`config.mk`:
```
export PLATFORM = sky130hd
export DESIGN_NAME = stereo_dc_block_filter_top
export DESIGN_NICKNAME = d
export VERILOG_FILES = /design/src/rtl/dcb_pkg.sv /design/src/rtl/stereo_dc_block_filter_top.sv /design/src/rtl/dcb_chan.sv /design/src/rtl/dcb_stats.sv
export SDC_FILE = /design/constraint.sdc
export NUM_CORES = 2
export LEC_CHECK = 0
export BUFFER_PORTS_ARGS = -buffer_cell sky130_fd_sc_hd__buf_2
export CORE_MARGIN = 2
export CORE_UTILIZATION = 60
export DETAILED_ROUTE_END_ITERATION = 7
export GPL_ROUTABILITY_DRIVEN = 0
export HOLD_SLACK_MARGIN = 0.05
export PLACE_DENSITY = 0.77
export SYNTH_ARGS = -nofsm -noshare
export SYNTH_HDL_FRONTEND = slang
export SYNTH_SLANG_ARGS = --single-unit
```
`constraint.sdc`:
```
create_clock -name clk -period 11.84 [get_ports clk]
set_input_delay 0 -clock clk [delete_from_list [all_inputs] [get_ports clk]]
set_output_delay 0 -clock clk [all_outputs]
set_load 0.02 [all_outputs]
```
`src/rtl/dcb_pkg.sv`:
```
// Shared constants and types for the stereo DC-blocking filter.
package dcb_pkg;

	localparam int unsigned SampleW = 8;
	localparam int unsigned WideW   = 15;
	localparam int unsigned AlphaW  = 16;
	localparam int unsigned AccW    = 32;
	localparam int unsigned OutW    = 16;
	localparam int unsigned CountW  = 32;
	localparam int unsigned WideShift = 7;
	localparam int unsigned FracBits  = 16;

	localparam logic [AlphaW-1:0]  AlphaReset = 16'd65349;
	localparam logic [OutW-1:0]    OutMax     = 16'h7FFF;
	localparam logic [OutW-1:0]    OutMin     = 16'h8000;
	localparam logic [SampleW-1:0] RawMinReset = 8'd255;
	localparam logic [SampleW-1:0] RawMaxReset = 8'd0;

	// Per-channel filter result
	typedef struct packed {
		logic [OutW-1:0] sample;
		logic            clipped;
	} chan_res_t;

	// Window statistics after a frame
	typedef struct packed {
		logic [SampleW-1:0] raw_min;
		logic [SampleW-1:0] raw_max;
		logic [CountW-1:0]  clip_total;
	} stats_t;

endpackage

```
`src/rtl/stereo_dc_block_filter_top.sv`:
```
// Top level of the stereo DC-blocking filter with window statistics.
//
//  channel  | dir | handshake          | payload
//  ---------+-----+--------------------+--------------------------------------
//  s_axis   | in  | s_tvalid/s_tready  | s_tdata (samples), s_tuser (flags)
//  m_axis   | out | m_tvalid/m_tready  | m_tdata (filtered samples, stats)
//  cfg      | in  | cfg_we             | cfg_wdata = alpha_q16
//
// One frame per cycle while m_tready is high; the accepting edge loads the
// input register, and a later one loads the filter multiply-add and saturation
// into the result register, which drives m_tvalid. The 32x17 feedback multiply
// in each channel sets the cycle time. Reset clears the filter history, the
// statistics and both stage valids, and loads alpha with its default. A stall on
// m_tready holds the result register and backs up into the input register.
module stereo_dc_block_filter_top (
	input  logic                        clk,
	input  logic                        arst_n,
	input  logic                        s_tvalid,
	output logic                        s_tready,
	input  logic [15:0]                 s_tdata,  // left_sample, right_sample
	input  logic [1:0]                  s_tuser,  // drop, clear_stats
	output logic                        m_tvalid,
	input  logic                        m_tready,
	// left_out, right_out, left_clipped, right_clipped, min_seen, max_seen,
	// clip_total, zero fill
	output logic [87:0]                 m_tdata,
	input  logic                        cfg_we,
	input  logic [dcb_pkg::AlphaW-1:0]  cfg_wdata
);
	import dcb_pkg::*;

	logic [AlphaW-1:0]  alpha_q;
	logic               valid_s1;
	logic [SampleW-1:0] left_s1;
	logic [SampleW-1:0] right_s1;
	logic               drop_s1;
	logic               clear_s1;
	logic               adv_s1;
	logic               out_valid_q;
	chan_res_t          left_res;
	chan_res_t          right_res;
	chan_res_t          left_q;
	chan_res_t          right_q;
	stats_t             stats;
	stats_t             stats_q;

	// Move the input stage forward when the result register is free
	assign adv_s1   = valid_s1 && (!out_valid_q || m_tready);
	assign s_tready = !valid_s1 || adv_s1;
	assign m_tvalid = out_valid_q;

	// Hold the coefficient
	always_ff @(posedge clk or negedge arst_n) begin
		if (!arst_n) begin
			alpha_q <= AlphaReset;
		end else if (cfg_we) begin
			alpha_q <= cfg_wdata;
		end
	end

	// Input register
	always_ff @(posedge clk or negedge arst_n) begin
		if (!arst_n) begin
			valid_s1 <= 1'b0;
		end else if (s_tready) begin
			valid_s1 <= s_tvalid;
		end
	end

	always_ff @(posedge clk) begin
		if (s_tready && s_tvalid) begin
			left_s1  <= s_tdata[7:0];
			right_s1 <= s_tdata[15:8];
			drop_s1  <= s_tuser[0];
			clear_s1 <= s_tuser[1];
		end
	end

	dcb_chan u_left (
		.clk    (clk),
		.arst_n (arst_n),
		.en     (adv_s1),
		.sample (left_s1),
		.drop   (drop_s1),
		.alpha  (alpha_q),
		.res    (left_res)
	);

	dcb_chan u_right (
		.clk    (clk),
		.arst_n (arst_n),
		.en     (adv_s1),
		.sample (right_s1),
		.drop   (drop_s1),
		.alpha  (alpha_q),
		.res    (right_res)
	);

	dcb_stats u_stats (
		.clk           (clk),
		.arst_n        (arst_n),
		.en            (adv_s1),
		.left_sample   (left_s1),
		.right_sample  (right_s1),
		.drop          (drop_s1),
		.clear_stats   (clear_s1),
		.left_clipped  (left_res.clipped),
		.right_clipped (right_res.clipped),
		.stats         (stats)
	);

	// Result register
	always_ff @(posedge clk or negedge arst_n) begin
		if (!arst_n) begin
			out_valid_q <= 1'b0;
		end else if (!out_valid_q || m_tready) begin
			out_valid_q <= valid_s1;
		end
	end

	always_ff @(posedge clk) begin
		if (adv_s1) begin
			left_q  <= left_res;
			right_q <= right_res;
			stats_q <= stats;
		end
	end

	assign m_tdata = {6'd0, stats_q.clip_total, stats_q.raw_max, stats_q.raw_min,
		right_q.clipped, left_q.clipped, right_q.sample, left_q.sample};

`ifndef SYNTHESIS
	// A frame leaving the input stage is presented next cycle
	a_adv_valid: assert property (@(posedge clk) disable iff (!arst_n)
		adv_s1 |=> out_valid_q)
		else $error("result register missed a frame");

	// A clip flag always comes with a rail value
	a_left_rail: assert property (@(posedge clk) disable iff (!arst_n)
		(out_valid_q && left_q.clipped) |->
			(left_q.sample == OutMax || left_q.sample == OutMin))
		else $error("left clip without rail value");

	a_right_rail: assert property (@(posedge clk) disable iff (!arst_n)
		(out_valid_q && right_q.clipped) |->
			(right_q.sample == OutMax || right_q.sample == OutMin))
		else $error("right clip without rail value");

	// A counted frame never moves the clip total by more than two
	a_clip_step: assert property (@(posedge clk) disable iff (!arst_n)
		(adv_s1 && !clear_s1 && $past(adv_s1)) |=>
			((stats_q.clip_total - $past(stats_q.clip_total)) <= CountW'(2)))
		else $error("clip total jumped");

	// After a kept frame the window is not empty
	a_min_max: assert property (@(posedge clk) disable iff (!arst_n)
		(adv_s1 && !drop_s1) |=> (stats_q.raw_min <= stats_q.raw_max))
		else $error("min above max after kept frame");
`endif

endmodule

```
`src/rtl/dcb_chan.sv`:
```
// One channel of the DC-blocking high pass with saturation and its history registers.
module dcb_chan (
	input  logic                           clk,
	input  logic                           arst_n,
	input  logic                           en,
	input  logic [dcb_pkg::SampleW-1:0]    sample,
	input  logic                           drop,
	input  logic [dcb_pkg::AlphaW-1:0]     alpha,
	output dcb_pkg::chan_res_t             res
);
	import dcb_pkg::*;

	localparam int unsigned ProdW = AccW + AlphaW + 1;

	logic [WideW-1:0]        in_prev_q;
	logic [AccW-1:0]         acc_q;
	logic [WideW-1:0]        x;
	logic signed [ProdW-1:0] prod;
	logic [AccW-1:0]         fb;
	logic [AccW-1:0]         y;
	logic                    hi_clip;
	logic                    lo_clip;

	// Widen the sample, or feed zero on a dropped frame
	assign x = drop ? '0 : {sample, {WideShift{1'b0}}};

	// Feedback term: floor(y_prev * alpha / 2^16) by arithmetic shift
	assign prod = $signed(acc_q) * $signed({1'b0, alpha});
	assign fb   = prod[FracBits +: AccW];

	// New unclamped output, kept modulo 2^32
	assign y = {{(AccW-WideW){1'b0}}, x} - {{(AccW-WideW){1'b0}}, in_prev_q} + fb;

	// Saturate to signed 16 bits
	assign hi_clip = !y[AccW-1] && (|y[AccW-2:OutW-1]);
	assign lo_clip = y[AccW-1] && !(&y[AccW-2:OutW-1]);

	always_comb begin
		res.clipped = hi_clip | lo_clip;
		if (hi_clip) begin
			res.sample = OutMax;
		end else if (lo_clip) begin
			res.sample = OutMin;
		end else begin
			res.sample = y[OutW-1:0];
		end
	end

	// Advance the filter history on each processed frame
	always_ff @(posedge clk or negedge arst_n) begin
		if (!arst_n) begin
			in_prev_q <= '0;
			acc_q     <= '0;
		end else if (en) begin
			in_prev_q <= x;
			acc_q     <= y;
		end
	end

endmodule

```
`src/rtl/dcb_stats.sv`:
```
// Window statistics: raw min/max and clip count, with clear.
module dcb_stats (
	input  logic                        clk,
	input  logic                        arst_n,
	input  logic                        en,
	input  logic [dcb_pkg::SampleW-1:0] left_sample,
	input  logic [dcb_pkg::SampleW-1:0] right_sample,
	input  logic                        drop,
	input  logic                        clear_stats,
	input  logic                        left_clipped,
	input  logic                        right_clipped,
	output dcb_pkg::stats_t             stats
);
	import dcb_pkg::*;

	logic [SampleW-1:0] raw_min_q;
	logic [SampleW-1:0] raw_max_q;
	logic [CountW-1:0]  clip_q;
	logic [SampleW-1:0] base_min;
	logic [SampleW-1:0] base_max;
	logic [CountW-1:0]  base_clip;
	logic [SampleW-1:0] lo_lr;
	logic [SampleW-1:0] hi_lr;

	// Clear before this frame when asked
	assign base_min  = clear_stats ? RawMinReset : raw_min_q;
	assign base_max  = clear_stats ? RawMaxReset : raw_max_q;
	assign base_clip = clear_stats ? '0 : clip_q;

	assign lo_lr = (left_sample < right_sample) ? left_sample : right_sample;
	assign hi_lr = (left_sample > right_sample) ? left_sample : right_sample;

	// Fold in both samples unless dropped; count every clip
	always_comb begin
		stats.raw_min    = base_min;
		stats.raw_max    = base_max;
		if (!drop) begin
			if (lo_lr < base_min) begin
				stats.raw_min = lo_lr;
			end
			if (hi_lr > base_max) begin
				stats.raw_max = hi_lr;
			end
		end
		stats.clip_total = base_clip + CountW'(left_clipped) + CountW'(right_clipped);
	end

	// Hold the window state
	always_ff @(posedge clk or negedge arst_n) begin
		if (!arst_n) begin
			raw_min_q <= RawMinReset;
			raw_max_q <= RawMaxReset;
			clip_q    <= '0;
		end else if (en) begin
			raw_min_q <= stats.raw_min;
			raw_max_q <= stats.raw_max;
			clip_q    <= stats.clip_total;
		end
	end

endmodule
```
* Word level (Yosys, flattened, before mapping)
Cells that the tools add are included.
** Storage, ports and cells
- Memory bits (writable) :: 0
- ROM bits :: 0
- Memories :: 0
- Latch bits :: 0
- Flip-flop bits (word level) :: 260
** Cells by class
- Multiplexer cells :: 12
- Reduce and logical (&&, ||, !) cells :: 18
- Bitwise gates (word level) :: 2
- $add $sub $neg :: 6
- $mul :: 2
- Divide/modulo/power cells :: 0
- Eq/ne operators :: 0
- Order comparisons :: 4
- Shift-type cells :: 0
** Operator list (count)
- multiplier 32 x 17 -> 48 bit :: 2
- adder 32 x 1 -> 32 bit :: 2
- adder 32 bit :: 2
- 2-to-1 mux 16 bit :: 3
- 2-to-1 mux 8 bit :: 6
- 2-to-1 mux 32 bit :: 1
- AND reduction 16 bit :: 2
- OR reduction 16 bit :: 2
- subtractor 15 x 15 -> 16 bit :: 2
- 2-to-1 mux 15 bit :: 2
- > comparator 8 bit :: 2
- < comparator 8 bit :: 2
- logical AND 1 bit :: 6
- logical NOT 1 bit :: 6
- logical OR 1 bit :: 2
- OR 1 bit :: 2

* Longest topological paths before layout
- Depth in word-level cells :: 9
- Depth in mapped cells :: 47

* By module
A second synthesis with hierarchy kept.
** Second synthesis, totals
- Cells, all modules :: 5257
- Area total of the unflattened synthesis :: 49075.8 um2
** Modules (own cells, without submodules)
- dcb_chan at u_right :: area each 20669.8 um2, cells each 2351, times used 1
- dcb_chan at u_left :: area each 20568.5 um2, cells each 2300, times used 1
- dcb_stats :: area each 4033.9 um2, cells each 457, times used 1
- stereo_dc_block_filter_top :: area each 3803.6 um2, cells each 149, times used 1

* Worst setup path after synthesis
No wires, ideal clock.
- Path kind :: register to register
- Start :: register alpha_q[2]
- End :: register u_stats.clip_q[31]
- Setup time :: 0.121 ns
- Path slack :: 1.205 ns
- Required time :: 11.719 ns
- Period minus slack after synthesis :: 10.635 ns
- Arrival :: 10.514 ns
- Buffers on the path :: 6
- Cell stages (with the launch flop) :: 42
- Cell sequence :: dfstp_2 > clkbuf_1 > clkbuf_1 > nand2_1 > fa_1 > fa_1 > fa_1 > inv_1 > fa_1 > fa_1 > inv_1 > fa_1 > inv_1 > ha_1 > and3_1 > nand4_1 > a2111o_1 > nor3_2 > [... 6 more ...] > o21bai_1 > a311o_1 > clkbuf_1 > o211ai_1 > a31oi_1 > and3_1 > clkbuf_1 > nor2_2 > buf_4 > mux2i_1 > fa_1 > nand3_1 > or2_1 > clkbuf_1 > nor4_2 > and4_1 > o21ai_0 > a22o_1
** Between the ends
- Elaborated cells between the ends (all ways) :: 20
- Those cells by class :: add/sub (4); mul (2); bitwise (2); reduce/logical (12)
** RTL lines
- from (decl) :: RTL line stereo_dc_block_filter_top.sv:32 : logic [AlphaW-1:0] alpha_q;
- from (signal assigned) :: RTL line stereo_dc_block_filter_top.sv:55 : alpha_q <= AlphaReset;
- from (signal assigned) :: RTL line stereo_dc_block_filter_top.sv:57 : alpha_q <= cfg_wdata;
- multiplier 32 x 17 -> 48 bit * :: RTL line dcb_chan.sv:28 : assign prod = $signed(acc_q) * $signed({1'b0, alpha});
- adder 32 bit * :: RTL line dcb_chan.sv:32 : assign y = {{(AccW-WideW){1'b0}}, x} - {{(AccW-WideW){1'b0}}, in_prev_q} + fb;
- AND reduction 16 bit :: RTL line dcb_chan.sv:36 : assign lo_clip = y[AccW-1] && !(&y[AccW-2:OutW-1]);
- logical NOT 1 bit :: RTL line dcb_chan.sv:36
- logical AND 1 bit :: RTL line dcb_chan.sv:36
- OR 1 bit * :: RTL line dcb_chan.sv:39 : res.clipped = hi_clip | lo_clip;
- via u_stats.right_clipped :: RTL line dcb_stats.sv:11 : input logic right_clipped,
- adder 32 x 1 -> 32 bit * :: RTL line dcb_stats.sv:45 : stats.clip_total = base_clip + CountW'(left_clipped) + CountW'(right_clipped);
- to (signal assigned) :: RTL line dcb_stats.sv:57 : clip_q <= stats.clip_total;
- to (decl) :: RTL line dcb_stats.sv:18 : logic [CountW-1:0] clip_q;
Mark *: on every way through the listed nets, which the timed path passes. The rest lies on a longest branch.
A chain may end at the register's enable or synchronous reset.

==> impl_summary.md <==
Status
The run finished with clean final reports.

Route
The count of antenna-violating nets left after detailed routing is 0. The total wirelength of the detailed-routed design is 121000 um. In the routed layout, each cell is associated on average with a via count of 5.67. For this run, the detailed router's first-pass iteration total came to 7. Across all layers, the routed design uses 37700 vias. For this block, the initial DRC count from the detailed router was 2289. Dividing the detail-routed wire length by the instance count gives 18.3 um. The count of unresolved DRC violations after routing is 0.

Synth
The biggest area contributor in the post-synthesis netlist is sky130_fd_sc_hd__fa_1. The number of enable flip-flop cells after synthesis is 100. In this run the mean area of a mapped cell was 9.00 um^2. The share of synthesized area in the top cell type comes to 0.390.

The synthesized cell area is 49700 um^2. The number of distinct library cells after synthesis is 107. Counting flops and latches in the post-synthesis netlist gives 246. The instance count of the mapped netlist is 5524. In the post-synthesis netlist, the biggest area contributors are sky130_fd_sc_hd__fa_1 (39%), sky130_fd_sc_hd__inv_1 (9.1%), sky130_fd_sc_hd__ha_1 (7.8%). For this run, the register share of the synthesized area comes to 0.134. In the synthesized netlist the dominant register cell turns out to be sky130_fd_sc_hd__dfrtp_1. The total of warnings raised by yosys is 0.

After synthesis, the share of flip-flops with an asynchronous set or reset is 0.593.

Setup path
The kind of capture point of the worst setup path is a flip-flop. The slowest library cell on the worst path is sky130_fd_sc_hd__dfrtp_1. The number of buffers and inverters on the critical path is 3. The arrival time of data at the critical path endpoint is 11.68 ns. For flop-to-flop paths, the worst setup slack is 0.48 ns. The cell seen most often among critical-path stages is sky130_fd_sc_hd__fa_1. Of all nets on the critical path, the largest fanout is 17. The endpoint identified for the worst register-to-register timing path is m_tdata[80]. The startpoint identified for the worst register-to-register timing path is u_left.acc_q[23]. The worst stage delay on the critical path is 0.89 ns.

The startpoint type of the worst setup path is a flip-flop. For the worst setup path, the data required time is 12.17 ns. The worst setup path category is flip-flop to flip-flop. The family of cells with the greatest summed delay on the critical path is adder cells.

The worst register-to-register path has a depth of 38.

Global routing
The number of antenna violations at the first check in global routing is 0. The largest net degree at the start of global routing is 118. The overall global routing resource usage is 0.295. After global routing the overflow that remains totals 0. The first global-routing pass estimated 201000 um of wire. The number of global-route vias before repair was 39800.

Timing
The worst pin sits at a relative slew slack of 0.123. The number of failing hold endpoints at the final stage was 0. Final hold analysis gives a worst-case slack of 0.0822 ns.

At the pin with the least slew margin, the transition time is 1.31 ns. The final setup violation count is 0. Dividing the final minimum period by the clock period gives 0.959. The final critical delay including setup and external delays is 11.36 ns. The worst clock skew is 0.0426 ns. The timing-limited maximum frequency is 88.1 MHz. The max-slew violation count came to 0.

Cells and area
The number of filler cells placed in the layout is 6670. Of the cells placed in the final design, the portion with a size suffix greater than 1 is 0.0672. The number of nets in the layout is 6880. The number of antenna diodes is 0.

Relative to the synthesized area, the layout overhead comes to 6.46%.

Clock network
The clock reaches the later pin of the worst-skew pair after 0.63 ns. Clock tree synthesis found a total of 246 sinks. TritonCTS built the clock tree. In this run the number of H-tree levels came out at 1.

Clock tree synthesis selected as its root buffer the cell sky130_fd_sc_hd__clkbuf_16. After clock tree synthesis, the clock-pin slew on the worst setup and hold paths is 0.06 ns. The clock passes through at most 3 buffers. The CTS buffer count is 29.

Min path
For hold timing, the worst endpoint is left_s1[6]. The path class of the tightest hold or removal check is input pin to flip-flop. In this run the most critical hold path is launched from s_tdata[6].

Along the worst hold path, the cell count comes to 2.

Die
The initial utilization of the core area, before any placement, comes to 0.606. The die is 292 um tall. The horizontal die dimension is 292 um. The count of pins on the block boundary is 129. The core region is 82100 um^2.

After floorplanning, the core was divided into 105 placement rows. The floorplan die area is 85200 um^2.

Placement
In this run the tool buffered the top-level ports with 122 buffer cells. The detailed placement HPWL is 94400 um.

Flow run
The reported max-cap violation count is 0.
[flip-flops by register name, summed over array words and instances, names as in the netlist]
register           cells
m_tdata               82
u_left.acc_q          32
u_right.acc_q         32
u_stats.clip_q        32
alpha_q               16
left_s1                8
right_s1               8
u_left.in_prev_q       8
u_right.in_prev_q      8
u_stats.raw_max_q      8
u_stats.raw_min_q      8
clear_s1               1
drop_s1                1
m_tvalid               1
valid_s1               1
[worst max path at each step]
stage,endpoint,startpoint,depth (start not counted)
6_report,m_tdata[80],u_left.acc_q[23],38
5_1_grt,u_stats.clip_q[28],u_right.acc_q[18],39
4_1_cts,m_tdata[80],alpha_q[5],38
3_5_place_dp,m_tdata[80],alpha_q[5],38
3_3_place_gp,m_tdata[80],alpha_q[5],38
2_1_floorplan,u_stats.clip_q[31],alpha_q[2],41
[what timing repair did]
action / 4_1_cts / 5_1_grt
gates resized for setup: 0 / 41
buffers inserted: 0 / 1
setup endpoints to repair: 0 / 60
endpoints found under the hold margin: 163 / 0
hold buffers: 58 / 0
[worst register-to-register path, delay by kind of cell, from the launching register on]
kind / cells / cell delay (ns)
adder cells (fa/ha/maj): 10 / 4.58
AND/OR/NAND/NOR: 15 / 2.91
AO/OA/AOI/OAI: 7 / 1.85
flip-flops: 1 / 0.89
multiplexers: 1 / 0.37
XOR/XNOR: 2 / 0.31
buffers and inverters: 3 / 0.15
[area by class of cell]
class | instances | area (um^2) | area share
Timing Repair Buffer | 255 | 1860 | 0.0351
Multi-Input combinational cell | 3818 | 37600 | 0.710
Clock inverter | 11 | 82.6 | 0.00156
Tap cell | 1070 | 1340 | 0.0253
Clock buffer | 43 | 808 | 0.0153
Sequential cell | 246 | 6730 | 0.127
Inverter | 1210 | 4550 | 0.0859
[Yosys cell counts (47+ instances only)]
library cell,n
sky130_fd_sc_hd__inv_1,1210
sky130_fd_sc_hd__fa_1,969
sky130_fd_sc_hd__nand2_1,967
sky130_fd_sc_hd__and2_1,390
sky130_fd_sc_hd__ha_1,312
sky130_fd_sc_hd__clkbuf_1,221
sky130_fd_sc_hd__dfrtp_1,127
sky130_fd_sc_hd__nor2_1,127
sky130_fd_sc_hd__o21ai_0,117
sky130_fd_sc_hd__a21oi_1,115
sky130_fd_sc_hd__edfxtp_1,100
sky130_fd_sc_hd__xnor2_1,90
sky130_fd_sc_hd__a21o_1,63
sky130_fd_sc_hd__nor3_1,51
sky130_fd_sc_hd__nand3_1,49
sky130_fd_sc_hd__nor2b_1,47
[cell families after synthesis]
family	after synthesis	share of synthesized area
flops	246	0.134
fa+ha+maj	1281	0.469
mux	58	0.0128
compound gates	542	0.0756
buf+inv	1465	0.113
xor+xnor	133	0.0245
other cells	1	0.0000754
simple gates	1798	0.171
[metal layers]
layer	up-vias	GRT usage	share of wire
li1	16900	-	-
met1	19100	0.378	0.39
met2	1404	0.508	0.50
met3	360	0.0356	0.065
met4	0	0.128	0.049
met5	-	0	0
[cells in the final DEF (no fill, tap or decap), drive strengths merged, types with 38 or more instances in the layout]
cell and instances:
edfxtp 100, dfrtp 127, a21oi 119, nor2b 47, mux2 43, dlygate4sd3 57
nand4 38, nand3 50, o21ai 131, clkbuf 43, buf 198, nand2 969
xnor2 90, a21o 67, ha 312, nor2 128, and2 390, fa 969
xor2 41, nor3 53, inv 1212
[per-stage QoR]
stage	area (um^2)	std cells	utilization	TNS, ns	worst slack, ns
floorplan	49800	5529	-	0	1.20
global placement	51300	6540	0.625	0	0.395
detailed placement	51300	6540	0.625	0	0.242
CTS	52800	6652	0.643	0	0.157
global route	52900	6653	0.645	-0.0113	-0.0113
finish	52900	6653	0.645	0	0.485
Power is not shown: default switching activity piles up to over one toggle a cycle in this logic, so the estimate is an artifact.
